$ cat src/hw/rtl/mfm_pkg.sv
// Shared types, constants and status codes for the model fit metrics engine.
package mfm_pkg;

   localparam int unsigned SAMPLE_W = 32;
   localparam int unsigned ID_W     = 16;
   localparam int unsigned COUNT_W  = 11;
   localparam int unsigned AGREE_W  = 17;
   localparam int unsigned STATUS_W = 2;

   typedef enum logic [STATUS_W-1:0] {
      STATUS_OK       = 2'd0,
      STATUS_EMPTY    = 2'd1,
      STATUS_OVERFLOW = 2'd2
   } status_type;

   // Queue entry between the front and back parts.
   typedef struct packed {
      logic signed [SAMPLE_W-1:0] observed;
      logic signed [SAMPLE_W-1:0] simulated;
      logic                       keep;
      logic                       last;
   } pair_type;

   typedef enum logic [3:0] {
      ST_LOAD,
      ST_MEAN,
      ST_RMSE_DIV,
      ST_RMSE_SQRT,
      ST_NRMSE,
      ST_PASS,
      ST_PASS_MAC,
      ST_D_DIV,
      ST_DONE,
      ST_OUT
   } back_state_type;

endpackage

$ cat src/hw/rtl/mfm_front.sv
// Front part: accepts pairs, classifies them and feeds a short queue.
module mfm_front
   import mfm_pkg::*;
#(
   parameter int unsigned DEPTH = 4
) (
   input  logic                       clock,
   input  logic                       reset,
   input  logic                       req_valid,
   output logic                       req_stall,
   input  logic signed [SAMPLE_W-1:0] req_observed_sample,
   input  logic signed [SAMPLE_W-1:0] req_simulated_sample,
   input  logic                       req_pair_valid,
   input  logic                       req_last_pair,
   output logic                       q_valid,
   output pair_type                   q_data,
   input  logic                       q_pop
);

   localparam int unsigned AW = $clog2(DEPTH);

   pair_type        entry_ff [DEPTH];
   logic [AW-1:0]   wr_ptr_ff, wr_ptr_in, rd_ptr_ff, rd_ptr_in;
   logic [AW:0]     fill_ff, fill_in;
   logic            push;

   assign req_stall = (fill_ff == (AW+1)'(DEPTH));
   assign push      = req_valid && !req_stall;
   assign q_valid   = (fill_ff != '0);
   assign q_data    = entry_ff[rd_ptr_ff];

   always_comb begin
      wr_ptr_in = push  ? wr_ptr_ff + 1'b1 : wr_ptr_ff;
      rd_ptr_in = q_pop ? rd_ptr_ff + 1'b1 : rd_ptr_ff;
      fill_in   = fill_ff + (AW+1)'(push) - (AW+1)'(q_pop);
   end

   always_ff @(posedge clock) begin
      if (reset) begin
         wr_ptr_ff <= '0;
         rd_ptr_ff <= '0;
         fill_ff   <= '0;
      end else begin
         wr_ptr_ff <= wr_ptr_in;
         rd_ptr_ff <= rd_ptr_in;
         fill_ff   <= fill_in;
      end
      if (push) begin
         entry_ff[wr_ptr_ff] <= '{observed: req_observed_sample,
                                  simulated: req_simulated_sample,
                                  keep: req_pair_valid,
                                  last: req_last_pair};
      end
   end

endmodule

$ cat config.mk
export PLATFORM = sky130hd
export DESIGN_NAME = mfm_front
export DESIGN_NICKNAME = d
export VERILOG_FILES = /design/src/hw/rtl/mfm_pkg.sv /design/src/hw/rtl/mfm_front.sv
export SDC_FILE = /design/constraint.sdc
export NUM_CORES = 1
export LEC_CHECK = 0
export BUFFER_PORTS_ARGS = -buffer_cell sky130_fd_sc_hd__buf_2
export CORE_ASPECT_RATIO = 0.7
export CORE_UTILIZATION = 30
export CTS_BUF_LIST = sky130_fd_sc_hd__clkbuf_4
export CTS_CLUSTER_DIAMETER = 150
export DETAILED_ROUTE_END_ITERATION = 10
export GPL_ROUTABILITY_DRIVEN = 0
export PLACE_DENSITY_LB_ADDON = 0.15
export SYNTH_ARGS = -nofsm -noshare
export SYNTH_HDL_FRONTEND = slang
export SYNTH_SLANG_ARGS = --single-unit
$ cat constraint.sdc
create_clock -name clock -period 2.8 [get_ports clock]
set_input_delay 0.42 -clock clock [delete_from_list [all_inputs] [get_ports clock]]
set_output_delay 0.42 -clock clock [all_outputs]
set_load 0.03 [all_outputs]
; ---- After elaboration in Yosys (flattened, before gate mapping)
; Memory sizes are Yosys's and may differ from the RTL's. A register that Yosys moved wholly into a read port is not among the register bits.
; Index checks and enable logic that the tools add are counted.
[classes]
add_sub_neg = 4
mul = 0
div = 0
order_cmp = 0
eq_ne = 1
shift = 0
muxes = 4
bitwise = 0
reduce_logical = 3
[op_table]
columns = operator, count
row1 = "adder 2 x 1 -> 2 bit, second input constant", 2
row2 = two-way mux 2 bit, 2
row3 = adder 3 x 1 -> 3 bit, 1
row4 = "equality test 3 bit, second input constant", 1
row5 = nonzero test 3 bit, 1
row6 = subtractor 3 x 1 -> 3 bit, 1
row7 = two-way mux 1 bit, 2
row8 = logical AND 1 bit, 1
row9 = logical NOT 1 bit, 1
[word_totals]
regBits = 7
latch_bits = 0
ramBits = 264
romBits = 0
inputBits = 70
out_inout_bits = 68
elab_cells = 16
mem_count = 1
[memory_table]
columns = name, depth, word_bits, read_ports, rd_clocked_by_memory_dff, write_ports, line_no
row1 = entry_ff, 4, 66, 1, 1, 1, mfm_front.sv:22  ; pair_type entry_ff [DEPTH];

; ---- Depth between registers and ports, before layout
[depth]
depth_word = 5
ltp_mapped = 11
mapped_depth_nobuf = 11

; ---- Worst setup path after synthesis
; Ideal clock, no wire load.
[synth_timing]
path_kind = register -> register
from = register fill_ff[1]
to = memory entry_ff[0][0] in the netlist's numbering, enable pin
setup_time_ns = 0.555
arrival_ns = 2.367
required_time_ns = 2.245
slack_ns = -0.123
stages_incl_launch_ff = 4
n_path_buf = 0
period_less_slack_ns = 2.923
path_cell_list = dfxtp_1 > nor3b_1 > nor2_1 > and2_1
[synth_between]
elab_chain_len = 5
[synth_lines]
columns = item, line_no
row1 = from (decl), mfm_front.sv:24  ; logic [AW:0] fill_ff, fill_in;
row2 = from (signal assigned), mfm_front.sv:46  ; fill_ff <= fill_in;
row3 = equality test 3 bit, mfm_front.sv:27  ; assign req_stall = (fill_ff == (AW+1)'(DEPTH));
row4 = named net req_stall, mfm_front.sv:10  ; output logic req_stall,
row5 = logical NOT 1 bit, mfm_front.sv:28  ; assign push = req_valid && !req_stall;
row6 = logical AND 1 bit, mfm_front.sv:28
row7 = two-way mux 1 bit, mfm_front.sv:48  ; if (push) begin
row8 = two-way mux 1 bit (implied by the code), mfm_front.sv:49  ; entry_ff[wr_ptr_ff] <= '{observed: req_observed_sample,
row9 = to (decl), mfm_front.sv:22
; The timed path passes the listed nets, and every way through them passes these cells.

==> results_dict.tcl <==
set metrics [dict create \
    outcome "complete, but fails checks" \
    violated_checks "design-rule violations" \
    crit_type "reg2out" \
    worst_hold_path.num_cells 5 \
    switching_share_pct 26.9 \
    core-area_mm2 0.0325 \
    post_synth_instance_area_mm2 0.00997 \
    switching_power_mw 2.72 \
    drt-vias-per-instance 4.41 \
    synthesis.instances 392 \
    finalHoldWorstSlack_ns 0.245 \
    numClockSinks 273 \
    r2r.worst_path.cells 11 \
    final_util_pct 39.8 \
    cellLeakagePower_nw 4.48 \
    initial_utilization_pct 30.7 \
    ctsRootBufferMaster "clkbuf_4" \
    cts_buffers 71 \
    r2r_end "fill_ff[2]$_SDFF_PP0_" \
    synth-edff-count 264 \
    critPathMaxStageDelay_ns 0.52 \
    synth.yosys.seq_area_share_pct 81.3 \
    tritoncts "yes" \
    postSynth.asyncResetShare_pct 0 \
    cell_count_final_fillers_out 1146 \
    vias_post_dr 5057 \
    critPathCaptureType "output port" \
    yosys.area.top_type_share_pct 79.5 \
    die_w_um 220 \
    cts.htree.levels 3 \
    max-cap-violations 0 \
    portBuffers 137 \
    detailedPlacementHpwl_um 11800 \
    fmaxAchievable_mhz 381 \
    share_comb_of_total_power_pct 17.7 \
    grt_start_max_net_pins 67 \
    timing.final.crit_period_ns 2.63 \
    first_global_vias 5708 \
    hold_path_class "in2reg" \
    drt-pass1-iter-count 7 \
    cts_buffer_depth 3 \
    worst-r2r-setup-slack_ns 0.69 \
    final_period_utilization_pct 93.8 \
    ys_flop_type "edfxtp_1" \
    avgSynthCellArea_um2 25.4 \
    slew_headroom_pct 68.9 \
    synth_cell_types 23 \
    hold_path_endpoint "wr_ptr_ff[1]$_SDFFE_PP0P_" \
    antenna_violating_nets_post_route 0 \
    violation_count_after_the_first_detailed_route_iteration 263 \
    layout.cells.most_common_list "264 x edfxtp_1, 137 x buf_2, 107 x clkbuf_4" \
    die_ar_mm2 0.0340 \
    power.total_mw 10.1 \
    post_route_cells_drive_above_1_share_pct 46.9 \
    finalSetupViolCount 0 \
    number_of_antenna_violations_at_the_first_check_in_global_routing 1 \
    grt_first_pass_wirelength_um 32300 \
    ys_ff_latch 273 \
    areaGrowthSynthToFinish_pct 29.6 \
    num_io_pins 138 \
    clkLatencyLatePin_ns 0.71 \
    hold_start "req_valid" \
    fin_skew_ns 0.0236 \
    worstSetupStartpointType "flop" \
    drc 40 \
    timing.critical_path.slowest_stage_cell "mux4_2" \
    yosys_top_cell_by_area "edfxtp_1" \
    power_internal_mw 7.40 \
    totalWireLength_um 21100 \
    maxSlewViolCount 0 \
    pwr-share-seq_pct 49.5 \
    postSynthNetCount 469 \
    clock_power_share_pct 32.8 \
    gr-usage-all-layers_pct 13.1 \
    report.final.hold_viol_count 0 \
    die-height_um 155 \
    critical_path.cell_chain "bufbuf_16 -> mux4_2 -> buf_2" \
    fin_tns_setup_ns 0 \
    drt-wirelength-per-cell_um 18.4 \
    path_max_fanout 15 \
    setup_repair_after_global_routing_missed_its_margin "no" \
    floorplan.rows 55 \
    placed_cells_incl_taps 953 \
    power_density_mw_per_mm2 783 \
    worst_ep_required_time_ns 2.38 \
    clk_pin_slew_worst_paths_ns 0.06 \
    final_common_cell "edfxtp_1" \
    synth.yosys.warnings 0 \
    r2r_start "fill_ff[1]$_SDFF_PP0_" \
    vdd_ir_drop_max_uv 355 \
    ys_top_cells_by_area "edfxtp_1 80%, mux4_2 15%, dfxtp_1 1.8%" \
    worstMarginPinSlew_ns 0.467 \
    final_net_count 748 \
    crit_arrival_ns 2.21 \
    overflow 0 \
]
## how the worst max path moves through the flow
stage	start	endpoint	slack, ns
floorplan	fill_ff[1]$_SDFF_PP0_	fill_ff[2]$_SDFF_PP0_	0.39
global placement	req_valid	fill_ff[2]$_SDFF_PP0_	0.71
detailed placement	req_valid	fill_ff[2]$_SDFF_PP0_	0.69
CTS	flop	q_data[12]	0.03
global route	flop	q_data[53]	0.008
finish	flop	q_data[53]	0.17
## cell usage after synthesis, types with 2 or more instances
cell	n
or3_1	2
xor2_1	2
buf_6	5
nor2_1	6
ha_1	6
clkbuf_1	3
dfxtp_1	9
and2_1	5
inv_1	6
edfxtp_1	264
mux4_2	66
buf_4	2
buf_2	5
nand2b_1	2
## logic make-up after synthesis
logic type               synth area share, %
buffers and inverters                   1.31
flip-flops                              81.3
multiplexers                            15.0
adder cells (fa/ha/maj)                0.954
XOR/XNOR                               0.264
AO/OA/AOI/OAI                          0.100
AND/OR/NAND/NOR                         1.02
## state kept, by name (all words and copies together) (netlist names), named ones only
register / count
fill_ff: 3
rd_ptr_ff: 2
entry_ff: 264
wr_ptr_ff: 2
## worst max-delay path, delay by kind of cell, from the launching register on
family / cells / cell delay, ns
DFF: 1 / 0.42
buffers and inverters: 2 / 0.55
muxes: 1 / 0.52
## stage by stage
step	setup WS (ns)	area (um2)
after floorplan	0.395	9980
after global placement	0.706	11300
after detailed placement	0.691	11300
after CTS	0.0318	12900
after global routing	0.00762	12900
final	0.173	12900
## layer usage
metal / global-route usage [%] / wire, um / share of wire, % / vias up
met5: 0 / 0 / 0 / -
met4: 5.45 / 531 / 2.5 / 0
met3: 5.96 / 1630 / 7.7 / 48
met2: 19.8 / 9750 / 46 / 152
met1: 16.3 / 9200 / 44 / 2585
li1: - / - / - / 2272
## power by group through the flow
stage               logic (mW)  registers [mW]  clock network [mW]
finish                    1.79            5.01                3.32
floorplan                 1.14            5.06                   0
global route              1.93            5.05                3.66
global placement          1.71            5.08                   0
CTS                       1.84            5.02                3.49
detailed placement        1.72            5.11                   0
## repair_timing
action | 4_1_cts | 5_1_grt
endpoints found under the setup margin | 56 | 0
hold buffers | 69 | 0
hold endpoints to repair | 272 | 0
gates resized for setup | 2 | 0
buffers inserted | 2 | 0
## layout make-up
cell class                      instances  area, um2
Antenna cell                            3       7.51
Tap cell                              427        534
Multi-Input combinational cell         98       1740
Clock buffer                          107        803
Fill cell                            3022      19600
Inverter                                6       22.5
Sequential cell                       273       8120
Clock inverter                         11       68.8
Timing Repair Buffer                  221       1630
(Power assumes the default switching activity.)
